File: config.mk
export PLATFORM = sky130hd
export DESIGN_NAME = gsn_ctrl
export DESIGN_NICKNAME = d
export VERILOG_FILES = /design/src/hdl/gsn_pkg.sv /design/src/hdl/gsn_ctrl.sv
export SDC_FILE = /design/constraint.sdc
export NUM_CORES = 1
export LEC_CHECK = 0
export BUFFER_PORTS_ARGS = -buffer_cell sky130_fd_sc_hd__buf_2
export CORE_MARGIN = 3
export CORE_UTILIZATION = 45
export CTS_CLUSTER_SIZE = 8
export DETAILED_ROUTE_END_ITERATION = 6
export PLACE_DENSITY = 0.7
export SETUP_SLACK_MARGIN = 0.2
export SYNTH_ARGS = -nofsm -noshare
export SYNTH_HDL_FRONTEND = slang
export SYNTH_SLANG_ARGS = --single-unit
File: constraint.sdc
create_clock -name clk -period 2.7 [get_ports clk]
set_clock_uncertainty 0.05 [all_clocks]
set_input_delay 0.405 -clock clk [delete_from_list [all_inputs] [get_ports clk]]
set_output_delay 0.405 -clock clk [all_outputs]
set_load 0.005 [all_outputs]
File: src/hdl/gsn_pkg.sv
// shared constants, codes, command and status types of the gaussian similarity normalizer
`timescale 1ns / 1ps
`default_nettype none

package gsn_pkg;

    localparam int MAX_POINTS = 64;
    localparam int MAX_DIMS   = 16;
    localparam int PT_W       = $clog2(MAX_POINTS);
    localparam int DIM_W      = $clog2(MAX_DIMS);
    localparam int ADDR_W     = PT_W + DIM_W;
    localparam int NP_W       = 7;
    localparam int ND_W       = 5;
    localparam int COORD_W    = 16;
    localparam int SQD_W      = 32;
    localparam int SUM_W      = 36;
    localparam int Y_W        = 52;
    localparam int N_W        = Y_W - 32;
    localparam int T_W        = 30;
    localparam int ACC_W      = 31;
    localparam int RCP_W      = 33;
    localparam int SIM_W      = 17;
    localparam int DEG_W      = 32;
    localparam int RT_W       = 64;
    localparam int DVN_W      = 38;
    localparam int DVR_W      = 33;
    localparam int VAL_W      = 32;
    localparam int TDATA_W    = 40;
    localparam int CNT_W      = 6;

    localparam int SQ_STEPS   = 32;
    localparam int DIV_STEPS  = 38;
    localparam int DRAIN_CYC  = 3;
    localparam int HORNER_TOP = 6;

    localparam logic [16:0]      LOG2E_Q16 = 17'd94548;
    localparam logic [29:0]      LN2_Q30   = 30'd744261118;
    localparam logic [ACC_W-1:0] ONE_Q30   = ACC_W'(1) << 30;
    localparam logic [5:0]       EXP_SHIFT = 6'd14;
    localparam logic [N_W-1:0]   N_LIMIT   = N_W'(40);

    typedef enum logic [1:0] {
        FUNC_LOAD    = 2'd0,
        FUNC_COMPUTE = 2'd1,
        FUNC_READ    = 2'd2,
        FUNC_NONE    = 2'd3
    } func_t;

    typedef enum logic [1:0] {
        GOAL_SIM  = 2'd0,
        GOAL_DEG  = 2'd1,
        GOAL_NORM = 2'd2,
        GOAL_NONE = 2'd3
    } goal_t;

    typedef enum logic [1:0] {
        CFG_GOAL   = 2'd0,
        CFG_POINTS = 2'd1,
        CFG_DIMS   = 2'd2,
        CFG_SPARE  = 2'd3
    } cfg_idx_t;

    typedef struct packed {
        logic              item_load;
        logic              coord_we;
        logic              rd_en;
        logic [PT_W-1:0]   rd_p;
        logic [PT_W-1:0]   rd_q;
        logic [DIM_W-1:0]  rd_dim;
        logic              acc_clr;
        logic              exp_y;
        logic              exp_t;
        logic              exp_mul;
        logic              exp_div;
        logic              exp_upd;
        logic [2:0]        exp_k;
        logic              sim_fin;
        logic              sim_zero;
        logic              deg_clr;
        logic              deg_add;
        logic              deg_we;
        logic              deg_rd;
        logic [PT_W-1:0]   deg_addr;
        logic              cap_di;
        logic              cap_dj;
        logic              sq_init;
        logic              sq_step;
        logic              dv_init;
        logic              dv_step;
        logic              set_computed;
        logic              out_load;
    } gsn_cmd_t;

    typedef struct packed {
        func_t            func;
        logic [PT_W-1:0]  row;
        logic [PT_W-1:0]  col;
        logic             flag_any;
        logic             deg_nonzero;
        logic             out_busy;
    } gsn_status_t;

    function automatic logic [RCP_W-1:0] recip(input logic [2:0] k);
        logic [RCP_W-1:0] r;
        case (k)
            3'd1:    r = RCP_W'(64'd4294967296);
            3'd2:    r = RCP_W'(64'd2147483648);
            3'd3:    r = RCP_W'(64'd1431655765);
            3'd4:    r = RCP_W'(64'd1073741824);
            3'd5:    r = RCP_W'(64'd858993459);
            3'd6:    r = RCP_W'(64'd715827882);
            default: r = '0;
        endcase
        return r;
    endfunction

endpackage

`default_nettype wire

File: src/hdl/gsn_ctrl.sv
// controller: sequencing of loads, degree computation and entry reads
`timescale 1ns / 1ps
`default_nettype none

module gsn_ctrl import gsn_pkg::*; (
    input  wire logic              clk,
    input  wire logic              rst_n,
    input  wire logic              in_valid,
    output logic                   in_ready,
    input  wire logic [NP_W-1:0]   num_points,
    input  wire logic [ND_W-1:0]   num_dims,
    input  wire goal_t             goal,
    input  wire gsn_status_t       status,
    output gsn_cmd_t               cmd
);

    typedef enum logic [22:0] {
        ST_IDLE    = 23'h1 << 0,
        ST_DECODE  = 23'h1 << 1,
        ST_C_ROW   = 23'h1 << 2,
        ST_C_PAIR  = 23'h1 << 3,
        ST_DIST    = 23'h1 << 4,
        ST_DRAIN   = 23'h1 << 5,
        ST_EXP_Y   = 23'h1 << 6,
        ST_EXP_T   = 23'h1 << 7,
        ST_EXP_A   = 23'h1 << 8,
        ST_EXP_B   = 23'h1 << 9,
        ST_EXP_C   = 23'h1 << 10,
        ST_EXP_F   = 23'h1 << 11,
        ST_C_ADD   = 23'h1 << 12,
        ST_C_WRITE = 23'h1 << 13,
        ST_RD_DI   = 23'h1 << 14,
        ST_RD_DJ   = 23'h1 << 15,
        ST_RD_W    = 23'h1 << 16,
        ST_CHK     = 23'h1 << 17,
        ST_SQ_INIT = 23'h1 << 18,
        ST_SQ      = 23'h1 << 19,
        ST_DV_INIT = 23'h1 << 20,
        ST_DV      = 23'h1 << 21,
        ST_FINISH  = 23'h1 << 22
    } state_t;

    state_t            state_reg, state_next;
    logic [NP_W-1:0]   pi_reg, pi_next, qi_reg, qi_next;
    logic [ND_W-1:0]   dim_reg, dim_next;
    logic [2:0]        k_reg, k_next;
    logic [CNT_W-1:0]  cnt_reg, cnt_next;
    logic              cmpt_reg, cmpt_next;

    always_ff @(posedge clk or negedge rst_n)
    begin
        if (!rst_n)
        begin
            state_reg <= ST_IDLE;
            pi_reg    <= '0;
            qi_reg    <= '0;
            dim_reg   <= '0;
            k_reg     <= '0;
            cnt_reg   <= '0;
            cmpt_reg  <= 1'b0;
        end
        else
        begin
            state_reg <= state_next;
            pi_reg    <= pi_next;
            qi_reg    <= qi_next;
            dim_reg   <= dim_next;
            k_reg     <= k_next;
            cnt_reg   <= cnt_next;
            cmpt_reg  <= cmpt_next;
        end
    end

    always_comb
    begin
        state_next = state_reg;
        pi_next    = pi_reg;
        qi_next    = qi_reg;
        dim_next   = dim_reg;
        k_next     = k_reg;
        cnt_next   = cnt_reg;
        cmpt_next  = cmpt_reg;
        cmd        = '0;
        cmd.rd_p   = pi_reg[PT_W-1:0];
        cmd.rd_q   = qi_reg[PT_W-1:0];
        cmd.rd_dim = dim_reg[DIM_W-1:0];
        cmd.exp_k  = k_reg;
        cmd.deg_addr = pi_reg[PT_W-1:0];
        in_ready   = 1'b0;

        unique case (state_reg)
            ST_IDLE:
            begin
                in_ready = 1'b1;
                if (in_valid)
                begin
                    cmd.item_load = 1'b1;
                    state_next    = ST_DECODE;
                end
            end
            ST_DECODE:
            begin
                unique case (status.func)
                    FUNC_LOAD:
                    begin
                        cmd.coord_we = 1'b1;
                        state_next   = ST_IDLE;
                    end
                    FUNC_COMPUTE:
                    begin
                        cmpt_next  = 1'b1;
                        pi_next    = '0;
                        state_next = ST_C_ROW;
                    end
                    FUNC_READ:
                    begin
                        cmpt_next = 1'b0;
                        pi_next   = NP_W'(status.row);
                        qi_next   = NP_W'(status.col);
                        dim_next  = '0;
                        if (status.flag_any)
                        begin
                            state_next = ST_FINISH;
                        end
                        else if (status.row == status.col)
                        begin
                            cmd.sim_zero = 1'b1;
                            state_next   = ST_RD_DI;
                        end
                        else
                        begin
                            state_next = ST_DIST;
                        end
                    end
                    default:
                    begin
                        state_next = ST_IDLE;
                    end
                endcase
            end
            ST_C_ROW:
            begin
                cmd.deg_clr = 1'b1;
                qi_next     = '0;
                state_next  = ST_C_PAIR;
            end
            ST_C_PAIR:
            begin
                if (pi_reg >= num_points || qi_reg >= num_points)
                begin
                    state_next = ST_C_WRITE;
                end
                else if (qi_reg == pi_reg)
                begin
                    qi_next = qi_reg + NP_W'(1);
                end
                else
                begin
                    dim_next   = '0;
                    state_next = ST_DIST;
                end
            end
            ST_DIST:
            begin
                cmd.rd_en   = 1'b1;
                cmd.acc_clr = (dim_reg == '0);
                if (dim_reg == num_dims - ND_W'(1))
                begin
                    cnt_next   = '0;
                    state_next = ST_DRAIN;
                end
                else
                begin
                    dim_next = dim_reg + ND_W'(1);
                end
            end
            ST_DRAIN:
            begin
                cnt_next = cnt_reg + CNT_W'(1);
                if (cnt_reg == CNT_W'(DRAIN_CYC - 1))
                begin
                    state_next = ST_EXP_Y;
                end
            end
            ST_EXP_Y:
            begin
                cmd.exp_y  = 1'b1;
                state_next = ST_EXP_T;
            end
            ST_EXP_T:
            begin
                cmd.exp_t  = 1'b1;
                k_next     = 3'(HORNER_TOP);
                state_next = ST_EXP_A;
            end
            ST_EXP_A:
            begin
                cmd.exp_mul = 1'b1;
                state_next  = ST_EXP_B;
            end
            ST_EXP_B:
            begin
                cmd.exp_div = 1'b1;
                state_next  = ST_EXP_C;
            end
            ST_EXP_C:
            begin
                cmd.exp_upd = 1'b1;
                if (k_reg == 3'd1)
                begin
                    state_next = ST_EXP_F;
                end
                else
                begin
                    k_next     = k_reg - 3'd1;
                    state_next = ST_EXP_A;
                end
            end
            ST_EXP_F:
            begin
                cmd.sim_fin = 1'b1;
                state_next  = cmpt_reg ? ST_C_ADD : ST_RD_DI;
            end
            ST_C_ADD:
            begin
                cmd.deg_add = 1'b1;
                qi_next     = qi_reg + NP_W'(1);
                state_next  = ST_C_PAIR;
            end
            ST_C_WRITE:
            begin
                cmd.deg_we = 1'b1;
                if (pi_reg == NP_W'(MAX_POINTS - 1))
                begin
                    cmd.set_computed = 1'b1;
                    state_next       = ST_IDLE;
                end
                else
                begin
                    pi_next    = pi_reg + NP_W'(1);
                    state_next = ST_C_ROW;
                end
            end
            ST_RD_DI:
            begin
                cmd.deg_rd = 1'b1;
                state_next = ST_RD_DJ;
            end
            ST_RD_DJ:
            begin
                cmd.cap_di   = 1'b1;
                cmd.deg_rd   = 1'b1;
                cmd.deg_addr = qi_reg[PT_W-1:0];
                state_next   = ST_RD_W;
            end
            ST_RD_W:
            begin
                cmd.cap_dj = 1'b1;
                state_next = ST_CHK;
            end
            ST_CHK:
            begin
                if (goal == GOAL_NORM && status.deg_nonzero)
                begin
                    state_next = ST_SQ_INIT;
                end
                else
                begin
                    state_next = ST_FINISH;
                end
            end
            ST_SQ_INIT:
            begin
                cmd.sq_init = 1'b1;
                cnt_next    = '0;
                state_next  = ST_SQ;
            end
            ST_SQ:
            begin
                cmd.sq_step = 1'b1;
                cnt_next    = cnt_reg + CNT_W'(1);
                if (cnt_reg == CNT_W'(SQ_STEPS - 1))
                begin
                    state_next = ST_DV_INIT;
                end
            end
            ST_DV_INIT:
            begin
                cmd.dv_init = 1'b1;
                cnt_next    = '0;
                state_next  = ST_DV;
            end
            ST_DV:
            begin
                cmd.dv_step = 1'b1;
                cnt_next    = cnt_reg + CNT_W'(1);
                if (cnt_reg == CNT_W'(DIV_STEPS - 1))
                begin
                    state_next = ST_FINISH;
                end
            end
            ST_FINISH:
            begin
                if (!status.out_busy)
                begin
                    cmd.out_load = 1'b1;
                    state_next   = ST_IDLE;
                end
            end
            default:
            begin
                state_next = ST_IDLE;
            end
        endcase
    end

endmodule

`default_nettype wire

==> results of run 1 <==
## cell type report
class                      count  share of cell area [%]
clock buffer                   7                    1.46
multi-input combinational    369                    49.7
clock inverter                 1                   0.127
tap                          108                    2.28
inverter                      30                    1.90
sequential                    52                    22.0
timing repair buffer         180                    22.5
## per-stage QoR
stage | TNS (ns) | utilization [%] | hold slack (ns)
4_1_cts | -1.95 | 64.9 | 0.304
3_5_place_dp | -0.0354 | 57.4 | 0.333
5_1_grt | -6.31 | 67.0 | 0.304
3_3_place_gp | 0 | 57.4 | 0.341
2_1_floorplan | 0 | - | 0.0594
6_report | -2.14 | 67.0 | 0.311
## metal layers
metal,part of all wire [%],wire (um)
met1,40,5110
met2,50,6490
met3,6.4,822
met4,3.7,474
met5,0,0
## worst max-delay path by stage
stage                          endpoint  cells after the start  slack, ns
after floorplan                 cmd[10]                      7       0.15
after global placement    state_reg[22]                     12       0.06
after detailed placement     dim_reg[3]                     10      -0.04
after CTS                       cmd[11]                      9      -0.22
after global routing            cmd[12]                      9      -0.32
final                           cmd[12]                      9      -0.21
## report_power, final
group | internal (W) | switching (W)
registers | 0.000960 | 0.000254
logic | 0.00117 | 0.00110
clock network | 0.000209 | 0.000266
## worst max-delay path, cell delays in order (launching register included)
cell and delay [ns]:
dfrtp_2 0.43, nor4_4 0.32, nand3_2 0.16, buf_6 0.16
nor3_4 0.12, nand2_2 0.09, nor3b_4 0.27, buf_12 0.17
mux2_4 0.31, buf_6 0.12
## repair_timing
item	in CTS	in global routing
endpoints found under the hold margin	14	0
setup buffers	24	7
gates resized for setup	84	28
hold buffers	1	0
endpoints found under the setup margin	47	60
pin swaps	26	9
## cell usage in the layout, fill, tap and decap left out, types with 6 or more instances in the layout
cell | Yosys | final
buf_2 | 3 | 72
buf_4 | 17 | 69
dfrtp_1 | 51 | 50
buf_6 | 0 | 36
nand2_1 | 35 | 29
nor2_1 | 37 | 28
ha_1 | 28 | 28
a21oi_1 | 27 | 27
inv_1 | 27 | 26
xor2_1 | 16 | 16
nand3_1 | 17 | 15
o21ai_1 | 15 | 12
xnor2_1 | 11 | 11
and3_1 | 10 | 10
o21ai_0 | 12 | 10
nand4_1 | 9 | 9
nand2b_1 | 10 | 9
nor3b_1 | 12 | 9
nor2b_1 | 9 | 8
nor3_1 | 15 | 8
nor3_4 | 1 | 7
nor4_1 | 8 | 6
nand2_2 | 0 | 6
clkbuf_8 | 0 | 6
## kinds of logic (layout without fill, tap and decap cells)
family | Yosys count | in the layout
AO/OA/AOI/OAI | 94 | 94
flip-flops | 52 | 52
AND/OR/NAND/NOR | 214 | 214
adder cells (fa/ha/maj) | 28 | 28
buffers and inverters | 57 | 218
XOR/XNOR | 27 | 27
multiplexers | 6 | 6
==> impl_metrics.py, run 1 <==
metrics = {
    "clock_network": {
        "h-tree-depth": 2,
        "clkTransAtPathRegs_ns": 0.10,
        "numCtsBuffers": 5,
        "cts-root-buf": "clkbuf_8",
        "clockBufferDepth": 2,
        "cts_tree": "done",
        "cts_sinks": 52,
        "clkLatencyLatePin_ns": 0.31,
    },
    "routing": {
        "drt_iter0_drc": 218,
        "vias": 4330,
        "drc": 0,
        "via_per_inst": 5.80,
        "drtAntennaViolNets": 0,
        "drt-pass1-iter-count": 6,
        "finalWirelength_um": 12900,
        "drt-wirelength-per-cell_um": 17.3,
    },
    "global_route": {
        "grt_first_pass_wirelength_um": 20600,
        "overflow": 0,
        "met3_usage_pct": 3.82,
        "met1_usage_pct": 30.3,
        "grt_max_degree": 35,
        "grt_most_used_layer": "met2",
        "grt_pass1_vias": 4287,
        "grt_antenna_before_repair": 0,
        "grt_use_met2_pct": 44.5,
        "track_usage_pct": 24.8,
    },
    "synth": {
        "synth-simple-area-share_pct": 31.2,
        "yosys-top-cells-count": "dfrtp_1 (51), nor2_1 (37), nand2_1 (35)",
        "yosysTopAreaCell": "dfrtp_1",
        "synth_compound_area_share_pct": 14.8,
        "syn_nets": 540,
        "synth_cell_types": 66,
        "synth.area.top_cells": "dfrtp_1 (31%), ha_1 (8.5%), xor2_1 (3.4%)",
        "avgSynthCellArea_sq_um": 8.67,
        "synth_ff_type": "dfrtp_1",
        "synth_cells": 478,
        "synth_top_family_by_area": "simple AND/OR/NAND/NOR gates",
        "netlist_area_sq_mm": 0.00414,
        "yosysTopAreaCellShare_pct": 30.8,
        "synthMuxAreaShare_pct": 1.60,
        "ys_ff_latch": 52,
        "async_flop_share_pct": 100,
        "synthAdderAreaFrac_pct": 8.45,
        "ys_warn_count": 0,
        "synth_most_common_cell": "dfrtp_1",
        "synth-xor-area-share_pct": 5.71,
        "ys_seq_area_share_pct": 31.4,
        "synth_edf_count": 0,
    },
    "timing": {
        "finalSetupViolCount": 23,
        "worstMarginPinSlew_ns": 0.606,
        "rsz0062_at_grt": "true",
        "fin_ws_ns": -0.206,
        "min_period_ns": 2.91,
        "finalHoldViolations": 0,
        "drv_slew": 0,
        "max_freq_mhz": 344,
        "fin_crit_sh_pct": 108,
        "slew_headroom_pct": 59.6,
    },
    "floorplan": {
        "io_pins": 83,
        "core_sq_mm": 0.00885,
        "num_rows": 34,
        "fp.dieH_um": 102,
        "start_util_pct": 46.8,
        "die_x_um": 102,
        "dieArea_sq_mm": 0.0104,
    },
    "power": {
        "ir_drop_uv": 465,
        "p_total_w": 0.00396,
        "leakagePower_nw": 2.90,
        "p_per_area_mw_per_mm2": 668,
    },
    "finish": {
        "largest_register_ffs": 23,
        "multiInputGateArea_sq_mm": 0.00295,
        "final_nets": 700,
        "design_area_sq_mm": 0.00593,
        "fillers": 691,
        "stdcell_count": 747,
        "antennaDiodeCount": 0,
        "register_area_sq_mm": 0.00130,
        "layout-drive-gt1-share_pct": 42.9,
        "area_growth_pct": 43.1,
    },
    "critical_path": {
        "crit_path_max_fanout": 8,
        "crit_type": "flop to output port",
        "endpoint_kind": "output port",
        "r2r_setup_slack_ns": -0.06,
        "r2r_cells": 11,
        "worstReg2RegEnd": "dim_reg[3]",
        "cp-start-kind": "flop",
        "worst_ep_arrival_time_ns": 2.45,
        "r2r-start": "state_reg[16]",
        "required_ns": 2.25,
        "critPathLaunch": "state_reg[16]",
    },
    "place": {
        "dpl_cell_area_sq_mm": 0.00508,
        "post-place-cells": 707,
        "dp_slack_ns": -0.0354,
        "place.gp.congestion": 0.901,
        "port_buffers": 82,
        "dp_hpwl_um": 9550,
    },
    "worst_hold_path": {
        "hp-start": "in_valid",
        "hold_class": "primary input to flop",
        "hold_depth": 2,
        "holdPathEnd": "state_reg[1]",
    },
    "outcome": {
        "status": "finished, violations left",
        "violations": "setup timing",
    },
    "flow_run": {
        "cap_violations": 0,
    },
}
Power figures use the tool's default switching activity.
==> run 2: changes to the inputs <==
--- a/config.mk
+++ b/config.mk
@@ -10,7 +10,7 @@
 export CORE_UTILIZATION = 45
 export CTS_CLUSTER_SIZE = 8
 export DETAILED_ROUTE_END_ITERATION = 6
-export PLACE_DENSITY = 0.7
+export PLACE_DENSITY = 0.67
 export SETUP_SLACK_MARGIN = 0.2
 export SYNTH_ARGS = -nofsm -noshare
 export SYNTH_HDL_FRONTEND = slang
==> constraint.sdc (replaced) <==
create_clock -name clk -period 3.6 [get_ports clk]
set_clock_uncertainty 0.05 [all_clocks]
set_input_delay 0.54 -clock clk [delete_from_list [all_inputs] [get_ports clk]]
set_output_delay 0.54 -clock clk [all_outputs]
set_load 0.005 [all_outputs]
==> run 2 against run 1 <==
Compared with the run above:
- the flow now finishes without violations
- hold slack worse by 0.061 ns
- sequential share of layout area rose by 5.6 points
- die area unchanged
- non-clock buffer count fell by 85
- via count fell by 12%
- register-to-register slack gained 0.75 ns
- largest cell class unchanged
- largest power group unchanged
==> impl_metrics.py, run 2 (same netlist as run 1, synthesis figures left out) <==
metrics = {
    "critical_path": {
        "endpoint_kind": "output port",
        "crit_chain": "or4b_2 > or4_1 > nor3_1 > buf_2",
        "crit_buf_inv": 1,
        "cp_slowest_stage_delay_ns": 0.73,
        "r2r_cells": 9,
        "r2r-start": "state_reg[17]",
        "required_ns": 3.01,
        "cp-start-kind": "flop",
        "crit_path_max_fanout": 7,
        "cp_top_family": "simple AND/OR/NAND/NOR gates",
        "crit_type": "flop to output port",
        "worst_ep_arrival_time_ns": 2.66,
        "cpMaxStageDelayCell": "or4b_2",
        "worstReg2RegEnd": "qi_reg[1]",
        "r2r_setup_slack_ns": 0.69,
    },
    "routing": {
        "finalWirelength_um": 10700,
        "drt-pass1-iter-count": 4,
        "vias": 3796,
        "drt_iter0_drc": 120,
        "drc": 0,
        "drtAntennaViolNets": 0,
        "via_per_inst": 5.73,
        "drt-wirelength-per-cell_um": 16.2,
    },
    "power": {
        "leakagePower_nw": 2.35,
        "p_total_w": 0.00239,
        "p_per_area_mw_per_mm2": 507,
        "ir_drop_uv": 287,
    },
    "outcome": {
        "status": "finished clean",
    },
    "global_route": {
        "grt_most_used_layer": "met2",
        "met3_usage_pct": 2.73,
        "grt_max_degree": 34,
        "overflow": 0,
        "track_usage_pct": 20.8,
        "grt_pass1_vias": 3629,
        "grt_antenna_before_repair": 0,
        "grt_use_met2_pct": 34.0,
        "met1_usage_pct": 29.9,
        "grt_first_pass_wirelength_um": 17700,
    },
    "timing": {
        "finalSetupViolCount": 0,
        "max_freq_mhz": 308,
        "drv_slew": 0,
        "tns_ns": 0,
        "worstMarginPinSlew_ns": 0.877,
        "rsz0062_at_grt": "false",
        "finalHoldViolations": 0,
        "min_period_ns": 3.25,
        "slew_headroom_pct": 41.4,
        "fin_crit_sh_pct": 90.3,
    },
    "worst_hold_path": {
        "hold_class": "primary input to asynchronous set/reset pin",
    },
    "finish": {
        "area_growth_pct": 13.9,
        "antennaDiodeCount": 0,
        "layout-drive-gt1-share_pct": 23.6,
        "final_nets": 615,
        "largest_register_ffs": 23,
        "mostFrequentLayoutCells": "buf_2 (82), dfrtp_1 (51), nor2_1 (37)",
        "final_common_cell": "buf_2",
    },
    "clock_network": {
        "cts_sinks": 52,
        "h-tree-depth": 2,
        "numCtsBuffers": 5,
        "clkLatencyLatePin_ns": 0.30,
        "clkTransAtPathRegs_ns": 0.10,
        "cts-root-buf": "clkbuf_8",
        "cts_tree": "done",
        "clockBufferDepth": 2,
    },
    "floorplan": {
        "fp.dieH_um": 102,
        "io_pins": 83,
        "die_x_um": 102,
        "num_rows": 34,
        "start_util_pct": 46.8,
        "core_sq_mm": 0.00885,
        "dieArea_sq_mm": 0.0104,
    },
    "place": {
        "place.gp.congestion": 0.954,
        "dp_hpwl_um": 8550,
        "port_buffers": 82,
    },
    "flow_run": {
        "cap_violations": 0,
    },
}
run 2: cell types whose count changed in the layout (fill, tap and decap cells not counted), sizes merged:
cell / previous run / this run
buf: 179 / 95
dlygate4sd3: 1 / 0
run 2: worst max path at each step:
stage               to  cells after the start  slack [ns]     startpoint
2_1_floorplan  cmd[10]                      7        0.72  state_reg[17]
3_3_place_gp   cmd[12]                      8        0.63  state_reg[21]
3_5_place_dp   cmd[10]                      8        0.55  state_reg[21]
4_1_cts        cmd[10]                      9        0.29   state_reg[8]
5_1_grt         cmd[1]                      6        0.21  state_reg[17]
6_report        cmd[1]                      4        0.35  state_reg[14]
run 2: repair_timing:
item,CTS,global route
setup endpoints to repair,2,7
hold buffers,0,0
setup buffers,0,1
gates resized for setup,1,1
pin swaps,0,2
endpoints found under the hold margin,0,0
run 2: metal layers:
metal / vias to the layer above / routed length, um
li1: 1869 / -
met1: 1823 / 4960
met2: 96 / 5080
met3: 8 / 571
met4: 0 / 90
met5: - / 0
run 2: cell type report:
type,instances,area [sq um]
clock buffer,7,86.3
clock inverter,1,7.51
fill,856,4130
inverter,30,113
multi-input combinational,369,2570
sequential,52,1300
tap,108,135
timing repair buffer,95,508
run 2: per-stage QoR:
stage	setup WS (ns)	hold WS, ns	instance area [sq um]	utilization (%)	std cells
6_report	0.350	0.250	4720	53.4	662
5_1_grt	0.210	0.314	4720	53.4	662
4_1_cts	0.286	0.285	4710	53.2	661
3_5_place_dp	0.547	0.459	4610	52.1	653
3_3_place_gp	0.630	0.459	4610	52.1	653
2_1_floorplan	0.722	0.194	4140	-	478
run 2: power breakdown:
part / switching, W / leakage, nW / internal (W)
clock: 0.000201 / 0.0445 / 0.000157
sequential: 0.000231 / 0.669 / 0.000719
combinational: 0.000577 / 1.64 / 0.000507
total: 0.00101 / 2.35 / 0.00138
==> run 3: changes to the inputs <==
--- a/config.mk
+++ b/config.mk
@@ -10,6 +10,7 @@
 export CORE_UTILIZATION = 45
 export CTS_CLUSTER_SIZE = 8
 export DETAILED_ROUTE_END_ITERATION = 6
+export MAX_ROUTING_LAYER = met4
 export PLACE_DENSITY = 0.67
 export SETUP_SLACK_MARGIN = 0.2
 export SYNTH_ARGS = -nofsm -noshare
==> run 3 against run 2 <==
Compared with the run above:
- final cell count increased by 0.15%
- utilization increased by 0.42 points
- critical path type unchanged
- hold slack got worse by 0.045 ns
==> impl_metrics.py, run 3 (same netlist as run 1, synthesis figures left out) <==
metrics = {
    "outcome": {
        "status": "finished clean",
    },
    "routing": {
        "drtAntennaViolNets": 0,
        "via_per_inst": 5.78,
        "drt-pass1-iter-count": 5,
        "drc": 0,
        "vias": 3834,
        "drt-wirelength-per-cell_um": 16.4,
        "drt_iter0_drc": 180,
        "finalWirelength_um": 10900,
    },
    "place": {
        "dp_hpwl_um": 8590,
        "port_buffers": 82,
        "dp_slack_ns": 0.594,
        "place.gp.congestion": 0.975,
        "dpl_cell_area_sq_mm": 0.00461,
    },
    "critical_path": {
        "worst_ep_arrival_time_ns": 2.67,
        "endpoint_kind": "output port",
        "crit_type": "flop to output port",
        "cp_top_family": "simple AND/OR/NAND/NOR gates",
        "crit_chain": "or4b_2 > or4_1 > nor3_1 > buf_2",
        "crit_path_max_fanout": 7,
        "cp-start-kind": "flop",
        "crit_buf_inv": 1,
        "cp_slowest_stage_delay_ns": 0.73,
        "required_ns": 3.01,
        "cpMaxStageDelayCell": "or4b_2",
    },
    "timing": {
        "rsz0062_at_grt": "false",
        "fin_crit_sh_pct": 90.7,
        "fin_ws_ns": 0.336,
        "tns_ns": 0,
        "worstMarginPinSlew_ns": 1.01,
        "drv_slew": 0,
        "slew_headroom_pct": 32.8,
        "min_period_ns": 3.26,
        "max_freq_mhz": 306,
        "finalSetupViolCount": 0,
        "finalHoldViolations": 0,
    },
    "worst_hold_path": {
        "hold_class": "primary input to asynchronous set/reset pin",
    },
    "global_route": {
        "grt_max_degree": 29,
        "grt_most_used_layer": "met2",
        "grt_antenna_before_repair": 0,
        "grt_pass1_vias": 3688,
        "met3_usage_pct": 3.34,
        "track_usage_pct": 22.1,
        "grt_first_pass_wirelength_um": 18000,
        "met1_usage_pct": 30.6,
        "grt_use_met2_pct": 34.5,
        "overflow": 0,
    },
    "finish": {
        "fillers": 864,
        "largest_register_ffs": 23,
        "final_nets": 616,
        "design_area_sq_mm": 0.00476,
        "final_common_cell": "buf_2",
        "area_growth_pct": 14.9,
        "mostFrequentLayoutCells": "buf_2 (82), dfrtp_1 (50), nor2_1 (37)",
        "layout-drive-gt1-share_pct": 24.1,
        "antennaDiodeCount": 0,
    },
    "clock_network": {
        "cts_tree": "done",
        "numCtsBuffers": 5,
        "hold_buffers": 0,
        "cts-root-buf": "clkbuf_8",
        "clkLatencyLatePin_ns": 0.31,
        "clkTransAtPathRegs_ns": 0.10,
        "cts_sinks": 52,
        "clockBufferDepth": 2,
        "h-tree-depth": 2,
    },
    "floorplan": {
        "fp.dieH_um": 102,
        "io_pins": 83,
        "dieArea_sq_mm": 0.0104,
        "num_rows": 34,
        "die_x_um": 102,
        "core_sq_mm": 0.00885,
        "start_util_pct": 46.8,
    },
    "flow_run": {
        "cap_violations": 0,
    },
    "power": {
        "ir_drop_uv": 311,
        "p_per_area_mw_per_mm2": 519,
        "leakagePower_nw": 2.37,
    },
}
-- run 3: worst reg2reg max path: stages (launching register included) --
cell	delay (ns)
dfrtp_1	0.54
nor3_4	0.10
buf_4	0.16
nand2_1	0.30
or3_1	0.27
inv_2	0.05
nor3b_1	0.82
and3_1	0.34
a21o_1	0.17
o22ai_1	0.09
-- run 3: final cells by class --
cell class	count	area (sq um)	area share, %
Sequential cell	52	1300	27.4
Multi-Input combinational cell	369	2570	54.0
Inverter	30	113	2.37
Tap cell	108	135	2.84
Timing Repair Buffer	96	515	10.8
Clock inverter	2	38.8	0.815
Clock buffer	6	82.6	1.74
-- run 3: power by group --
part           leakage (nW)  internal (W)  switching [W]
clock network        0.0614      0.000228       0.000200
registers             0.668      0.000719       0.000233
logic                  1.64      0.000505       0.000583
total                  2.37       0.00145        0.00102
-- run 3: timing repair --
| action | CTS | global route |
|---|---|---|
| setup endpoints to repair | 0 | 10 |
| gates resized for setup | 0 | 3 |
| setup buffers | 0 | 2 |
-- run 3: final timing paths --
check	slack [ns]	to	cells past startpoint	from
min in group clk	0.42	state_reg[1]	2	in_valid
setup reg to reg	0.61	state_reg[22]	9	state_reg[11]
setup / recovery	0.34	cmd[1]	4	state_reg[14]
max in group asynchronous	2.46	state_reg[0]	2	rst_n
hold / removal	0.20	state_reg[18]	1	rst_n
hold reg to reg	0.44	state_reg[14]	1	cmpt_reg
-- run 3: per-stage QoR --
stage               util, %  hold slack, ns  cells  power (W)
global route           53.8           0.238    663    0.00268
finish                 53.8           0.205    663    0.00247
CTS                    53.5           0.219    661    0.00248
global placement       52.1           0.455    653    0.00201
floorplan                 -           0.194    478    0.00172
detailed placement     52.1           0.454    653    0.00205
-- run 3: metal layers --
layer  part of all wire [%]  routed length [um]
met1                     46                4970
met2                     47                5160
met3                    5.5                 595
met4                    1.4                 155
met5                      0                   0
